==> src/design/bpd_pkg.sv <==
// Shared widths, status codes and result type for the braid to PD crossing converter.
`timescale 1ns / 1ps

package bpd_pkg;

    localparam int ARC_W   = 12;
    localparam int CNT_W   = 11;
    localparam int GEN_W   = 7;
    localparam int SC_W    = 7;

    localparam int MAX_STRANDS_DEF   = 64;
    localparam int MAX_CROSSINGS_DEF = 1024;

    typedef enum logic [1:0] {
        ST_OK       = 2'd0,
        ST_BAD_GEN  = 2'd1,
        ST_OVERFLOW = 2'd2
    } bpd_status_t;

    typedef struct packed {
        logic [ARC_W-1:0] slot_a;
        logic [ARC_W-1:0] slot_b;
        logic [ARC_W-1:0] slot_c;
        logic [ARC_W-1:0] slot_d;
        logic             is_negative;
        bpd_status_t      status;
    } crossing_t;

endpackage

==> src/design/bpd_if.sv <==
// Valid/ready channel interfaces for generator input and crossing output.
`timescale 1ns / 1ps

interface bpd_in_if;
    logic                    valid;
    logic                    ready;
    logic signed [6:0]       generator;
    logic                    word_start;

    modport source (output valid, output generator, output word_start, input ready);
    modport sink   (input valid, input generator, input word_start, output ready);
endinterface

interface bpd_out_if;
    logic        valid;
    logic        ready;
    logic [11:0] slot_a;
    logic [11:0] slot_b;
    logic [11:0] slot_c;
    logic [11:0] slot_d;
    logic        is_negative;
    logic [1:0]  status;

    modport source (output valid, output slot_a, output slot_b, output slot_c,
                    output slot_d, output is_negative, output status, input ready);
    modport sink   (input valid, input slot_a, input slot_b, input slot_c,
                    input slot_d, input is_negative, input status, output ready);
endinterface

==> src/design/bpd_ram.sv <==
// Generic single-write, single-read RAM with registered read data.
`timescale 1ns / 1ps

module bpd_ram #(
    parameter int WIDTH = 12,
    parameter int DEPTH = 32
) (
    input  logic                                        clk,
    input  logic                                        we,
    input  logic [(DEPTH > 1 ? $clog2(DEPTH) : 1)-1:0]  waddr,
    input  logic [WIDTH-1:0]                            wdata,
    input  logic                                        re,
    input  logic [(DEPTH > 1 ? $clog2(DEPTH) : 1)-1:0]  raddr,
    output logic [WIDTH-1:0]                            rdata
);

    logic [WIDTH-1:0] mem_reg [DEPTH];
    logic [WIDTH-1:0] rdata_reg;

    // Read returns the old contents when the same entry is written in that cycle.
    always_ff @(posedge clk)
    begin
        if (we)
        begin
            mem_reg[waddr] <= wdata;
        end
        if (re)
        begin
            rdata_reg <= mem_reg[raddr];
        end
    end

    assign rdata = rdata_reg;

endmodule

==> src/design/bpd_out_reg.sv <==
// Output register that holds one finished crossing until the sink takes it.
`timescale 1ns / 1ps

module bpd_out_reg
    import bpd_pkg::*;
(
    input  logic       clk,
    input  logic       rst_n,
    input  logic       res_valid,
    input  crossing_t  res_data,
    output logic       res_ready,
    bpd_out_if.source  out_ch
);

    logic      valid_reg;
    logic      valid_next;
    crossing_t data_reg;

    assign res_ready  = !valid_reg || out_ch.ready;
    assign valid_next = res_ready ? res_valid : valid_reg;

    always_ff @(posedge clk or negedge rst_n)
    begin
        if (!rst_n)
        begin
            valid_reg <= 1'b0;
        end
        else
        begin
            valid_reg <= valid_next;
        end
    end

    always_ff @(posedge clk)
    begin
        if (res_ready && res_valid)
        begin
            data_reg <= res_data;
        end
    end

    assign out_ch.valid       = valid_reg;
    assign out_ch.slot_a      = data_reg.slot_a;
    assign out_ch.slot_b      = data_reg.slot_b;
    assign out_ch.slot_c      = data_reg.slot_c;
    assign out_ch.slot_d      = data_reg.slot_d;
    assign out_ch.is_negative = data_reg.is_negative;
    assign out_ch.status      = data_reg.status;

endmodule

==> src/design/braid_to_pd_crossings.sv <==
// Top level of the braid word to planar-diagram crossing converter.
`timescale 1ns / 1ps

// This block turns a braid word, one signed generator per transaction, into
// planar-diagram crossings: for every generator it returns one transaction with
// four arc numbers, the crossing sign and a status code. A generator is taken
// in every clock cycle as long as the output side keeps up; each one passes
// through the lookup stage, where the two strand arcs come out of the strand
// memory, and then waits in the output register until the sink takes it. The
// arcs on the strands live in two RAM banks, one for even and one for odd
// strand positions, since a crossing always touches one strand of each
// parity; a flip-flop per strand marks which positions hold a written arc,
// and a position never written since the last word start reads as its own
// index. Setting word_start clears those marks, restarts the arc counter at
// the strand count and clears the crossing count. A zero or out-of-range
// generator returns status 1, and more than MAX_CROSSINGS crossings in a word
// returns status 2; either leaves the arcs at zero and writes nothing to the
// strand memory. The strand count register may only be written while no
// transaction is in flight.

module braid_to_pd_crossings
    import bpd_pkg::*;
#(
    parameter int MAX_STRANDS   = MAX_STRANDS_DEF,
    parameter int MAX_CROSSINGS = MAX_CROSSINGS_DEF
) (
    input  logic            clk,
    input  logic            rst_n,
    input  logic            cfg_we,
    input  logic [SC_W-1:0] cfg_wdata,
    bpd_in_if.sink          gen_ch,
    bpd_out_if.source       crossing_ch
);

    // Strand index width and the geometry of the two parity banks.
    localparam int PW         = $clog2(MAX_STRANDS);
    localparam int BANK_DEPTH = (MAX_STRANDS + 1) / 2;
    localparam int BAW        = (BANK_DEPTH > 1) ? $clog2(BANK_DEPTH) : 1;

    // Configuration.
    logic [SC_W-1:0] strand_count_reg;

    // Lookup stage registers.
    logic             s1_valid_reg;
    logic [6:0]       s1_mag_reg;
    logic             s1_neg_reg;
    logic             s1_ws_reg;
    logic             fwd_even_reg;
    logic             fwd_odd_reg;
    logic [ARC_W-1:0] fwd_even_data_reg;
    logic [ARC_W-1:0] fwd_odd_data_reg;

    // Architectural state.
    logic [MAX_STRANDS-1:0] written_reg;
    logic [MAX_STRANDS-1:0] written_next;
    logic [ARC_W-1:0]       next_arc_reg;
    logic [ARC_W-1:0]       next_arc_next;
    logic [CNT_W-1:0]       count_reg;
    logic [CNT_W-1:0]       count_next;

    // Input decode.
    logic [6:0]     in_raw;
    logic [6:0]     in_mag;
    logic [6:0]     in_mag_m1;
    logic [BAW-1:0] even_raddr;
    logic [BAW-1:0] odd_raddr;
    logic           accept;

    // Lookup stage logic.
    logic [ARC_W-1:0] even_rdata;
    logic [ARC_W-1:0] odd_rdata;
    logic [ARC_W-1:0] even_data;
    logic [ARC_W-1:0] odd_data;
    logic [ARC_W-1:0] lo_data;
    logic [ARC_W-1:0] hi_data;
    logic [6:0]       n_eff;
    logic [6:0]       s1_lo;
    logic [PW-1:0]    lo_idx;
    logic [PW-1:0]    hi_idx;
    logic [ARC_W-1:0] under_in;
    logic [ARC_W-1:0] over_in;
    logic [ARC_W-1:0] next_eff;
    logic [ARC_W-1:0] under_new;
    logic [ARC_W-1:0] over_new;
    logic [CNT_W-1:0] count_eff;
    bpd_status_t      s1_status;
    crossing_t        s1_result;
    logic             s1_adv;
    logic             commit;
    logic             commit_ok;

    // Bank write ports.
    logic [BAW-1:0]   even_waddr;
    logic [BAW-1:0]   odd_waddr;
    logic [ARC_W-1:0] even_wdata;
    logic [ARC_W-1:0] odd_wdata;

    // The negative generator magnitude is the two's complement of the raw code.
    assign in_raw    = gen_ch.generator;
    assign in_mag    = in_raw[6] ? (7'd0 - in_raw) : in_raw;
    assign in_mag_m1 = in_mag - 7'd1;

    // Even position is mag with its low bit cleared, odd position the other of the pair.
    assign even_raddr = BAW'(in_mag >> 1);
    assign odd_raddr  = BAW'(in_mag_m1 >> 1);

    assign gen_ch.ready = !s1_valid_reg || s1_adv;
    assign accept       = gen_ch.valid && gen_ch.ready;

    always_ff @(posedge clk or negedge rst_n)
    begin
        if (!rst_n)
        begin
            strand_count_reg <= SC_W'(2);
        end
        else if (cfg_we)
        begin
            strand_count_reg <= cfg_wdata;
        end
    end

    // Clamp the configured strand count into the supported range.
    always_comb
    begin
        if (strand_count_reg < 7'd2)
        begin
            n_eff = 7'd2;
        end
        else if (strand_count_reg > 7'(MAX_STRANDS))
        begin
            n_eff = 7'(MAX_STRANDS);
        end
        else
        begin
            n_eff = strand_count_reg;
        end
    end

    // A crossing on strands lo and hi: with odd mag, lo is the even one.
    assign s1_lo     = s1_mag_reg - 7'd1;
    assign lo_idx    = PW'(s1_lo);
    assign hi_idx    = PW'(s1_mag_reg);
    assign even_data = fwd_even_reg ? fwd_even_data_reg : even_rdata;
    assign odd_data  = fwd_odd_reg  ? fwd_odd_data_reg  : odd_rdata;
    assign lo_data   = s1_mag_reg[0] ? even_data : odd_data;
    assign hi_data   = s1_mag_reg[0] ? odd_data  : even_data;

    // A word start makes every strand read as its own index.
    assign under_in  = (!s1_ws_reg && written_reg[lo_idx]) ? lo_data : ARC_W'(s1_lo);
    assign over_in   = (!s1_ws_reg && written_reg[hi_idx]) ? hi_data : ARC_W'(s1_mag_reg);
    assign next_eff  = s1_ws_reg ? ARC_W'(n_eff) : next_arc_reg;
    assign count_eff = s1_ws_reg ? '0 : count_reg;
    assign under_new = next_eff;
    assign over_new  = next_eff + ARC_W'(1);

    always_comb
    begin
        if (s1_mag_reg == 7'd0 || s1_mag_reg >= n_eff)
        begin
            s1_status = ST_BAD_GEN;
        end
        else if (count_eff >= CNT_W'(MAX_CROSSINGS))
        begin
            s1_status = ST_OVERFLOW;
        end
        else
        begin
            s1_status = ST_OK;
        end
    end

    // Negative crossings swap under and over in both pairs.
    always_comb
    begin
        s1_result        = '0;
        s1_result.status = s1_status;
        if (s1_status == ST_OK)
        begin
            s1_result.is_negative = s1_neg_reg;
            if (s1_neg_reg)
            begin
                s1_result.slot_a = over_in;
                s1_result.slot_b = under_in;
                s1_result.slot_c = over_new;
                s1_result.slot_d = under_new;
            end
            else
            begin
                s1_result.slot_a = under_in;
                s1_result.slot_b = over_in;
                s1_result.slot_c = under_new;
                s1_result.slot_d = over_new;
            end
        end
    end

    assign commit    = s1_valid_reg && s1_adv;
    assign commit_ok = commit && (s1_status == ST_OK);

    assign even_waddr = BAW'(s1_mag_reg >> 1);
    assign odd_waddr  = BAW'(s1_lo >> 1);
    assign even_wdata = s1_mag_reg[0] ? under_new : over_new;
    assign odd_wdata  = s1_mag_reg[0] ? over_new  : under_new;

    // State update when the lookup stage hands its transaction on.
    always_comb
    begin
        written_next  = written_reg;
        next_arc_next = next_arc_reg;
        count_next    = count_reg;
        if (commit)
        begin
            if (s1_ws_reg)
            begin
                written_next  = '0;
                next_arc_next = ARC_W'(n_eff);
                count_next    = '0;
            end
            if (commit_ok)
            begin
                for (int p = 0; p < MAX_STRANDS; p++)
                begin
                    if (PW'(p) == lo_idx || PW'(p) == hi_idx)
                    begin
                        written_next[p] = 1'b1;
                    end
                end
                next_arc_next = next_eff + ARC_W'(2);
                count_next    = count_eff + CNT_W'(1);
            end
        end
    end

    always_ff @(posedge clk or negedge rst_n)
    begin
        if (!rst_n)
        begin
            s1_valid_reg <= 1'b0;
            written_reg  <= '0;
            next_arc_reg <= '0;
            count_reg    <= '0;
            fwd_even_reg <= 1'b0;
            fwd_odd_reg  <= 1'b0;
        end
        else
        begin
            written_reg  <= written_next;
            next_arc_reg <= next_arc_next;
            count_reg    <= count_next;
            if (gen_ch.ready)
            begin
                s1_valid_reg <= gen_ch.valid;
            end
            // The bank read at acceptance misses a write made at the same edge.
            if (accept)
            begin
                fwd_even_reg <= commit_ok && (even_waddr == even_raddr);
                fwd_odd_reg  <= commit_ok && (odd_waddr == odd_raddr);
            end
        end
    end

    always_ff @(posedge clk)
    begin
        if (accept)
        begin
            s1_mag_reg        <= in_mag;
            s1_neg_reg        <= in_raw[6];
            s1_ws_reg         <= gen_ch.word_start;
            fwd_even_data_reg <= even_wdata;
            fwd_odd_data_reg  <= odd_wdata;
        end
    end

    bpd_ram #(
        .WIDTH (ARC_W),
        .DEPTH (BANK_DEPTH)
    ) u_even_bank (
        .clk   (clk),
        .we    (commit_ok),
        .waddr (even_waddr),
        .wdata (even_wdata),
        .re    (accept),
        .raddr (even_raddr),
        .rdata (even_rdata)
    );

    bpd_ram #(
        .WIDTH (ARC_W),
        .DEPTH (BANK_DEPTH)
    ) u_odd_bank (
        .clk   (clk),
        .we    (commit_ok),
        .waddr (odd_waddr),
        .wdata (odd_wdata),
        .re    (accept),
        .raddr (odd_raddr),
        .rdata (odd_rdata)
    );

    bpd_out_reg u_out_reg (
        .clk       (clk),
        .rst_n     (rst_n),
        .res_valid (s1_valid_reg),
        .res_data  (s1_result),
        .res_ready (s1_adv),
        .out_ch    (crossing_ch)
    );

    // A rejected generator never carries arc numbers or a sign.
    a_error_zero: assert property (@(posedge clk) disable iff (!rst_n)
        (crossing_ch.valid && crossing_ch.status != ST_OK) |->
        (crossing_ch.slot_a == '0 && crossing_ch.slot_b == '0 &&
         crossing_ch.slot_c == '0 && crossing_ch.slot_d == '0 &&
         !crossing_ch.is_negative))
        else $error("error transaction carries nonzero arcs");

    // The crossing count never runs past its limit.
    a_count_bound: assert property (@(posedge clk) disable iff (!rst_n)
        count_reg <= CNT_W'(MAX_CROSSINGS))
        else $error("crossing count beyond limit");

    // Each good crossing inside a word allocates exactly two arcs.
    a_arc_step: assert property (@(posedge clk) disable iff (!rst_n)
        (commit_ok && !s1_ws_reg) |=>
        next_arc_reg == $past(next_arc_reg) + ARC_W'(2))
        else $error("arc counter did not advance by two");

    // An empty lookup stage always takes a new transaction.
    a_ready_empty: assert property (@(posedge clk) disable iff (!rst_n)
        !s1_valid_reg |-> gen_ch.ready)
        else $error("input stalled with empty lookup stage");

endmodule
==> src/flat_wrapper.sv <==
// flat-port wrapper written by rule: the top's interface ports become plain ports
module braid_to_pd_crossings_flat import bpd_pkg::*;
#(
    parameter int MAX_STRANDS   = MAX_STRANDS_DEF,
    parameter int MAX_CROSSINGS = MAX_CROSSINGS_DEF
)
  (clk, rst_n, cfg_we, cfg_wdata, gen_ch_valid, gen_ch_generator, gen_ch_word_start, gen_ch_ready, crossing_ch_valid, crossing_ch_slot_a, crossing_ch_slot_b, crossing_ch_slot_c, crossing_ch_slot_d, crossing_ch_is_negative, crossing_ch_status, crossing_ch_ready);
  bpd_in_if gen_ch_i ();
  bpd_out_if crossing_ch_i ();
  input  logic clk;
  input  logic rst_n;
  input  logic cfg_we;
  input  logic [SC_W-1:0] cfg_wdata;
  input wire logic [$bits(gen_ch_i.valid)-1:0] gen_ch_valid;
  input wire logic [$bits(gen_ch_i.generator)-1:0] gen_ch_generator;
  input wire logic [$bits(gen_ch_i.word_start)-1:0] gen_ch_word_start;
  output wire logic [$bits(gen_ch_i.ready)-1:0] gen_ch_ready;
  output wire logic [$bits(crossing_ch_i.valid)-1:0] crossing_ch_valid;
  output wire logic [$bits(crossing_ch_i.slot_a)-1:0] crossing_ch_slot_a;
  output wire logic [$bits(crossing_ch_i.slot_b)-1:0] crossing_ch_slot_b;
  output wire logic [$bits(crossing_ch_i.slot_c)-1:0] crossing_ch_slot_c;
  output wire logic [$bits(crossing_ch_i.slot_d)-1:0] crossing_ch_slot_d;
  output wire logic [$bits(crossing_ch_i.is_negative)-1:0] crossing_ch_is_negative;
  output wire logic [$bits(crossing_ch_i.status)-1:0] crossing_ch_status;
  input wire logic [$bits(crossing_ch_i.ready)-1:0] crossing_ch_ready;
  assign gen_ch_i.valid = gen_ch_valid;
  assign gen_ch_i.generator = gen_ch_generator;
  assign gen_ch_i.word_start = gen_ch_word_start;
  assign gen_ch_ready = gen_ch_i.ready;
  assign crossing_ch_valid = crossing_ch_i.valid;
  assign crossing_ch_slot_a = crossing_ch_i.slot_a;
  assign crossing_ch_slot_b = crossing_ch_i.slot_b;
  assign crossing_ch_slot_c = crossing_ch_i.slot_c;
  assign crossing_ch_slot_d = crossing_ch_i.slot_d;
  assign crossing_ch_is_negative = crossing_ch_i.is_negative;
  assign crossing_ch_status = crossing_ch_i.status;
  assign crossing_ch_i.ready = crossing_ch_ready;
  braid_to_pd_crossings #(.MAX_STRANDS(MAX_STRANDS), .MAX_CROSSINGS(MAX_CROSSINGS)) u_core (.clk(clk), .rst_n(rst_n), .cfg_we(cfg_we), .cfg_wdata(cfg_wdata), .gen_ch(gen_ch_i), .crossing_ch(crossing_ch_i));
endmodule
==> config.mk <==
export PLATFORM = sky130hd
export DESIGN_NAME = braid_to_pd_crossings_flat
export DESIGN_NICKNAME = d
export VERILOG_FILES = /design/src/design/bpd_pkg.sv /design/src/design/bpd_if.sv /design/src/design/bpd_ram.sv /design/src/design/bpd_out_reg.sv /design/src/design/braid_to_pd_crossings.sv /design/src/flat_wrapper.sv
export SDC_FILE = /design/constraint.sdc
export NUM_CORES = 1
export LEC_CHECK = 0
export BUFFER_PORTS_ARGS = -buffer_cell sky130_fd_sc_hd__buf_2
export CAP_MARGIN = 15
export CELL_PAD_IN_SITES_DETAIL_PLACEMENT = 0
export CELL_PAD_IN_SITES_GLOBAL_PLACEMENT = 2
export CORE_MARGIN = 2
export CORE_UTILIZATION = 35
export DETAILED_ROUTE_END_ITERATION = 16
export GPL_TIMING_DRIVEN = 0
export PLACE_DENSITY_LB_ADDON = 0.1
export SLEW_MARGIN = 5
export SYNTH_ARGS = -nofsm -noshare
export SYNTH_HDL_FRONTEND = slang
export SYNTH_SLANG_ARGS = --single-unit
export TNS_END_PERCENT = 20
==> constraint.sdc <==
create_clock -name clk -period 6.4 [get_ports clk]
set_input_delay 0.32 -clock clk [delete_from_list [all_inputs] [get_ports clk]]
set_output_delay 0.32 -clock clk [all_outputs]
set_load 0.005 [all_outputs]
=== After elaboration in Yosys (flattened, before gate mapping) ===
Memories as Yosys holds them, arrays and structs flattened. A register that Yosys moved wholly into a read port is not among the register bits.
Index checks and enable logic that the tools add are counted.

* Bits of input ports: 20
* Memories kept: 2
* Word-level logic and storage cells: 332
* Output and inout bits: 53
* Register bits: 182
* Bits in writable memories: 768

{| class="wikitable"
|+ Memory list
! memory !! words !! width !! read ports !! clocked after Yosys merged registers in !! wr ports !! RTL line !! text
|-
| u_core.u_even_bank.mem_reg || 32 || 12 || 1 || 1 || 1 || bpd_ram.sv:17 || <nowiki>logic [WIDTH-1:0] mem_reg [DEPTH];</nowiki>
|-
| u_core.u_odd_bank.mem_reg || 32 || 12 || 1 || 1 || 1 || bpd_ram.sv:17 ||
|}

* Mux-type cells: 90
* $lt $le $gt $ge: 6
* Add/subtract/negate cells: 6
* Eq/ne operators: 128
* Reductions and logical operators: 81

{| class="wikitable"
|+ Operators with widths
! kind !! number
|-
| 6-bit == test, first input constant || 64
|-
| 5-bit by 6-bit == test with 1-bit output, first input constant || 32
|-
| 64-bit 2-to-1 mux || 2
|-
| 12-bit 2-to-1 mux || 10
|-
| 4-bit by 6-bit == test with 1-bit output, first input constant || 16
|-
| 1-bit 2-to-1 mux || 68
|-
| 1-bit logical OR || 67
|-
| 3-bit by 6-bit == test with 1-bit output, first input constant || 8
|-
| 48-bit 2-to-1 mux || 1
|-
| 2-bit by 6-bit == test with 1-bit output, first input constant || 4
|-
| 11-bit 2-to-1 mux || 2
|-
| 7-bit 2-to-1 mux || 3
|-
| 6-bit by 7-bit less-than comparator with 1-bit output, second input constant || 2
|-
| 12-bit by 1-bit adder with 12-bit output, second input constant || 1
|-
| 12-bit by 2-bit adder with 12-bit output, second input constant || 1
|-
| 1-bit binary-select mux with 6-bit select || 2
|-
| 1-bit by 6-bit == test with 1-bit output, first input constant || 2
|-
| 6-bit zero test || 2
|-
| 11-bit by 1-bit adder with 11-bit output, second input constant || 1
|-
| 11-bit greater-or-equal comparator, second input constant || 1
|-
| 5-bit == test || 2
|-
| 7-bit greater-or-equal comparator || 1
|-
| 7-bit > comparator, second input constant || 1
|-
| 1-bit logical AND || 7
|-
| other kinds (8) || 11
|}

=== Longest topological paths before layout ===
* Depth after elaboration: 10
* Depth in mapped cells: 18
* Depth with buffers taken out: 13

=== Hierarchy ===
Synthesis repeated with hierarchy kept, for this count alone.

* Cells, all modules: 2871
* Area total of the unflattened synthesis: 42654.7 µm²

{| class="wikitable"
|+ By module, submodules not included
! module !! cells an instance !! area each (µm²) !! seq. area each (µm²) !! times used
|-
| bpd_ram || 868 || 15588.7 || 11891.4 || 2
|-
| braid_to_pd_crossings || 1080 || 9892.0 || 3419.5 || 1
|-
| bpd_out_reg || 55 || 1585.3 || 1556.5 || 1
|}

=== Least setup slack after synthesis ===
Ideal clock, no wire load.

* Kind: reg2reg
* From: reg u_core.s1_mag_reg[0]
* To: mem u_core.u_even_bank.mem_reg[18][0], enable pin
* Clock period less this slack: 5.044 ns
* Setup slack: 1.356 ns
* Stages on the path, launching flop included: 15
* Data arrival time: 4.648 ns
* Data required time: 6.004 ns
* Setup time: 0.396 ns
* Path buffers: 5
* Cells stage by stage: edfxtp_1 -> buf_6 -> buf_6 -> buf_6 -> buf_4 -> inv_1 -> clkbuf_1 -> ha_1 -> nand2b_1 -> a21o_1 -> a2111oi_1 -> o311ai_0 -> nor2_1 -> nand3_1 -> nor3_1

* Word-level cells in the longest chain between the ends: 7
* Elaborated cells on any way between the ends: 8
* Those cells by class: order compare: 1; mux: 3; reduce/logical: 4

{| class="wikitable"
|+ Ends and longest elaborated chain
! what !! RTL line !! text
|-
| from (decl) || braid_to_pd_crossings.sv:45 || <nowiki>logic [6:0] s1_mag_reg;</nowiki>
|-
| from (signal assigned) || braid_to_pd_crossings.sv:267 || <nowiki>s1_mag_reg <= in_mag;</nowiki>
|-
| 7-bit greater-or-equal comparator or 7-bit zero test (tied branches) || braid_to_pd_crossings.sv:158 || <nowiki>if (s1_mag_reg == 7'd0 || s1_mag_reg >= n_eff)</nowiki>
|-
| 1-bit logical OR * || braid_to_pd_crossings.sv:158 ||
|-
| 2-bit 2-to-1 mux * || braid_to_pd_crossings.sv:158 ||
|-
| 2-bit zero test * || braid_to_pd_crossings.sv:198 || <nowiki>assign commit_ok = commit && (s1_status == ST_OK);</nowiki>
|-
| 1-bit logical AND * || braid_to_pd_crossings.sv:198 ||
|-
| 1-bit 2-to-1 mux * || bpd_ram.sv:23 || <nowiki>if (we)</nowiki>
|-
| 1-bit 2-to-1 mux (implied by the code) * || bpd_ram.sv:25 || <nowiki>mem_reg[waddr] <= wdata;</nowiki>
|-
| to (decl) || bpd_ram.sv:17 ||
|}

Every way passes the cells marked *; elsewhere a longest branch is shown, timed or not.

=== Worst setup path in the final report ===
* From: reg u_core.s1_mag_reg[0]
* To: mem u_core.u_odd_bank.mem_reg[9][4], enable pin

* Word-level cells in the longest chain between the ends: 7
* Elaborated cells on any way between the ends: 9
* Those cells by class: add/sub: 1; order compare: 1; mux: 3; reduce/logical: 4

{| class="wikitable"
|+ Ends and longest elaborated chain
! what !! RTL line
|-
| 7-bit greater-or-equal comparator or 7-bit zero test (tied branches) || braid_to_pd_crossings.sv:158
|-
| 1-bit logical OR || braid_to_pd_crossings.sv:158
|-
| 2-bit 2-to-1 mux || braid_to_pd_crossings.sv:158
|-
| 2-bit zero test || braid_to_pd_crossings.sv:198
|-
| 1-bit logical AND || braid_to_pd_crossings.sv:198
|-
| 1-bit 2-to-1 mux || bpd_ram.sv:23
|-
| 1-bit 2-to-1 mux (implied by the code) || bpd_ram.sv:25
|-
| to (decl) || bpd_ram.sv:17
|}

Parallel ways exist; a longest one is shown, timed or not.

==> results.yml <==
placement:
  place_congestion: 0.892
  hpwl_um: 98500
  place_area_um2: 45700
  numPortBuffers: 71
clock_tree:
  cts.sinks: 974
  cts-root-buf: "clkbuf_16"
  cts_max_path_buffers: 3
  htree_levels: 3
  cts-buffers-inserted: 107
  clock_latency_ns: 0.72
  post_cts_buffers: 0
  clk_pin_slew_ns: 0.06
  cts_tree: "built"
synthesis:
  synth_seq_cells: 974
  syn_area_per_cell_um2: 14.3
  async_flop_share_pct: 10.1
  synth_nets: 2974
  netlist_area_um2: 41900
  syn_inst: 2937
  synth_cell_types: 77
  ys.flop_type: "edfxtp_1"
  seq_area_frac_synth_pct: 68.6
  yosysWarnings: 0
  synth-edff-count: 876
die:
  die_w_um: 350
  num_rows: 126
  fp.coreArea_um2: 118000
  die_area_um2: 123000
  start_util_pct: 35.4
  die_h_um: 350
  io_pins: 73
sta:
  setup_tns_ns: 0
  slew_headroom_pct: 19.0
  rsz0062_at_grt: "yes"
  clock_skew_ns: 0.0381
  setup_violations: 0
  worst_hold_slack_ns: 0.0620
  worstMarginPinSlew_ns: 1.21
  fmax_mhz: 158
  fin_crit_ns: 6.33
  min_period_over_period_pct: 98.9
  timing.final.hold_violations: 0
  slew_violations: 0
pwr:
  power_density_nw_per_um2: 320
  ir_drop_uv: 227
  power_mw: 15.8
  power.leakage_nw: 17.1
final_layout:
  area_growth_pct: 17.9
  nets: 3254
  drive_gt1_share_pct: 17.9
  antenna-diode-count: 0
  postLayoutCellArea_um2: 49400
worst_hold_path:
  hold_depth: 3
  hold_path.class: "in -> reg"
grt:
  grt_pass1_wl_um: 194000
  grt_max_degree: 80
  grt_pass1_vias: 26300
  track_usage_pct: 22.2
  overflow: 0
  antenna_found_initial: 2
route:
  post_drt_wl_per_cell_um: 27.9
  ant_nets: 0
  routed_wl_um: 137000
  vias: 26600
  drc: 0
  first_pass_iters: 7
  initialDrtViolationCount: 2346
  vias_per_cell: 5.43
setup_path:
  cp_max_fo: 13
  crit_required_ns: 6.82
  ff2ff_path_depth: 17
  arrival_ns: 6.75
  startpoint_type: "flop"
  worstSetupPathType: "reg -> reg"
  crit_path_end_kind: "flop"
flow_run:
  cap_violations: 0
outcome:
  status: "completed"
==> cell families (layout without fill, tap and decap cells) <==
family          after synthesis  after routing  share of synthesized area, %
compound gates              429            429                          7.59
buf+inv                     233            601                          2.41
simple gates                990            990                          10.3
flops                       974            974                          68.6
mux                         214            214                          8.87
fa+ha+maj                    17             17                         0.507
xor+xnor                     80             80                          1.67
==> area by class of cell <==
cell class | instances | area [µm²]
flip-flops and latches | 974 | 28800
plain buffers | 204 | 901
inverters | 29 | 110
well taps | 1600 | 2000
repair buffers | 171 | 1660
multi-input cells | 1730 | 12600
fillers | 10900 | 69000
clock buffers | 135 | 2790
clock inverters | 62 | 596
==> path summary, 6_finish.rpt <==
path / slack (ns) / start / endpoint
min: 0.06 / cfg_we / u_core.strand_count_reg[1]
min in group asynchronous: 0.54 / rst_n / u_core.written_reg[12]
min reg2reg: 0.50 / u_core.count_reg[0] / u_core.count_reg[0]
max in group asynchronous: 4.77 / rst_n / u_core.strand_count_reg[6]
max: 0.07 / u_core.s1_mag_reg[0] / u_core.u_odd_bank.mem_reg[9][4]
max reg2reg: 0.07 / u_core.s1_mag_reg[0] / u_core.u_odd_bank.mem_reg[9][4]
==> what timing repair did <==
action / 4_1_cts / 5_1_grt
endpoints found under the setup margin: 602 / 369
gates resized for setup: 37 / 8
hold buffers: 17 / 0
hold endpoints to repair: 111 / 0
==> cells in the mapped netlist, drive strengths merged, types with 6 or more instances <==
master / n / area, µm²
inv: 26 / 97.6
xor2: 32 / 280
and2: 8 / 50.1
ha: 17 / 213
o211a: 7 / 70.1
o22ai: 70 / 438
mux4: 122 / 2750
nor3: 36 / 185
o31ai: 20 / 150
nor2: 136 / 510
nand3: 128 / 641
or3: 23 / 144
o21ai: 59 / 295
nor2b: 18 / 120
nand2: 544 / 2040
a22o: 58 / 508
a32oi: 7 / 87.6
nand2b: 13 / 81.3
mux2: 39 / 439
buf: 57 / 348
edfxtp: 876 / 26300
nand4: 6 / 37.5
and3: 56 / 350
dfrtp: 97 / 2430
a311oi: 96 / 841
o211ai: 17 / 133
mux2i: 53 / 531
a21oi: 49 / 245
clkbuf: 147 / 552
xnor2: 48 / 420
==> placed cells by master (no fill, tap or decap), types with 14 or more instances in the layout <==
| master | count |
|---|---|
| edfxtp_1 | 876 |
| nand2_1 | 544 |
| clkbuf_1 | 173 |
| nand3_1 | 126 |
| mux4_2 | 122 |
| clkbuf_16 | 107 |
| dfrtp_1 | 97 |
| buf_2 | 96 |
| nor2_1 | 96 |
| a311oi_1 | 96 |
| o22ai_1 | 70 |
| a22o_1 | 58 |
| and3_1 | 56 |
| mux2i_1 | 53 |
| o21ai_0 | 52 |
| a21oi_1 | 46 |
| buf_6 | 41 |
| mux2_2 | 39 |
| xnor2_1 | 36 |
| clkinv_1 | 31 |
| nor2_2 | 30 |
| nor3_1 | 27 |
| buf_4 | 26 |
| xor2_1 | 26 |
| or3_1 | 23 |
| inv_1 | 21 |
| o31ai_1 | 20 |
| clkinv_2 | 18 |
| buf_8 | 18 |
| nor2b_1 | 17 |
| ha_1 | 17 |
| dlygate4sd3_1 | 17 |
| o211ai_1 | 16 |
| buf_1 | 14 |
==> metal layers <==
metal  GRT usage, %  wire length (µm)
met1           30.3             60500
met2           37.2             66400
met3           2.78              6180
met4           6.21              3640
met5              0                13
==> critical path, cell delays in order (launching register included) <==
cell and delay (ns):
edfxtp_1 0.52, buf_6 0.27, buf_6 0.23, buf_6 0.23, buf_4 0.23, inv_1 0.19, clkbuf_2 0.35, ha_1 0.37
nand2b_1 0.14, a21o_1 0.17, a2111oi_1 0.57, o311a_1 0.45, nand2_1 0.30, clkbuf_1 0.36, or3_1 0.40, clkbuf_1 0.38
nor2_1 0.61, buf_6 0.24
==> per-stage QoR <==
| step | utilization, % | setup slack, ns | std cells |
|---|---|---|---|
| 3_3_place_gp | 37.4 | -2.11 | 4608 |
| 6_report | 41.7 | 0.0698 | 4905 |
| 3_5_place_dp | 38.6 | -0.615 | 4684 |
| 4_1_cts | 41.7 | 0.00197 | 4898 |
| 5_1_grt | 41.7 | -0.259 | 4905 |
| 2_1_floorplan | - | 1.36 | 2937 |
==> where the power goes <==
| part | internal, mW | switching (mW) |
|---|---|---|
| combinational | 0.773 | 1.71 |
| sequential | 7.29 | 0.101 |
| clock | 3.35 | 2.58 |
Power figures use the tool's default switching activity.
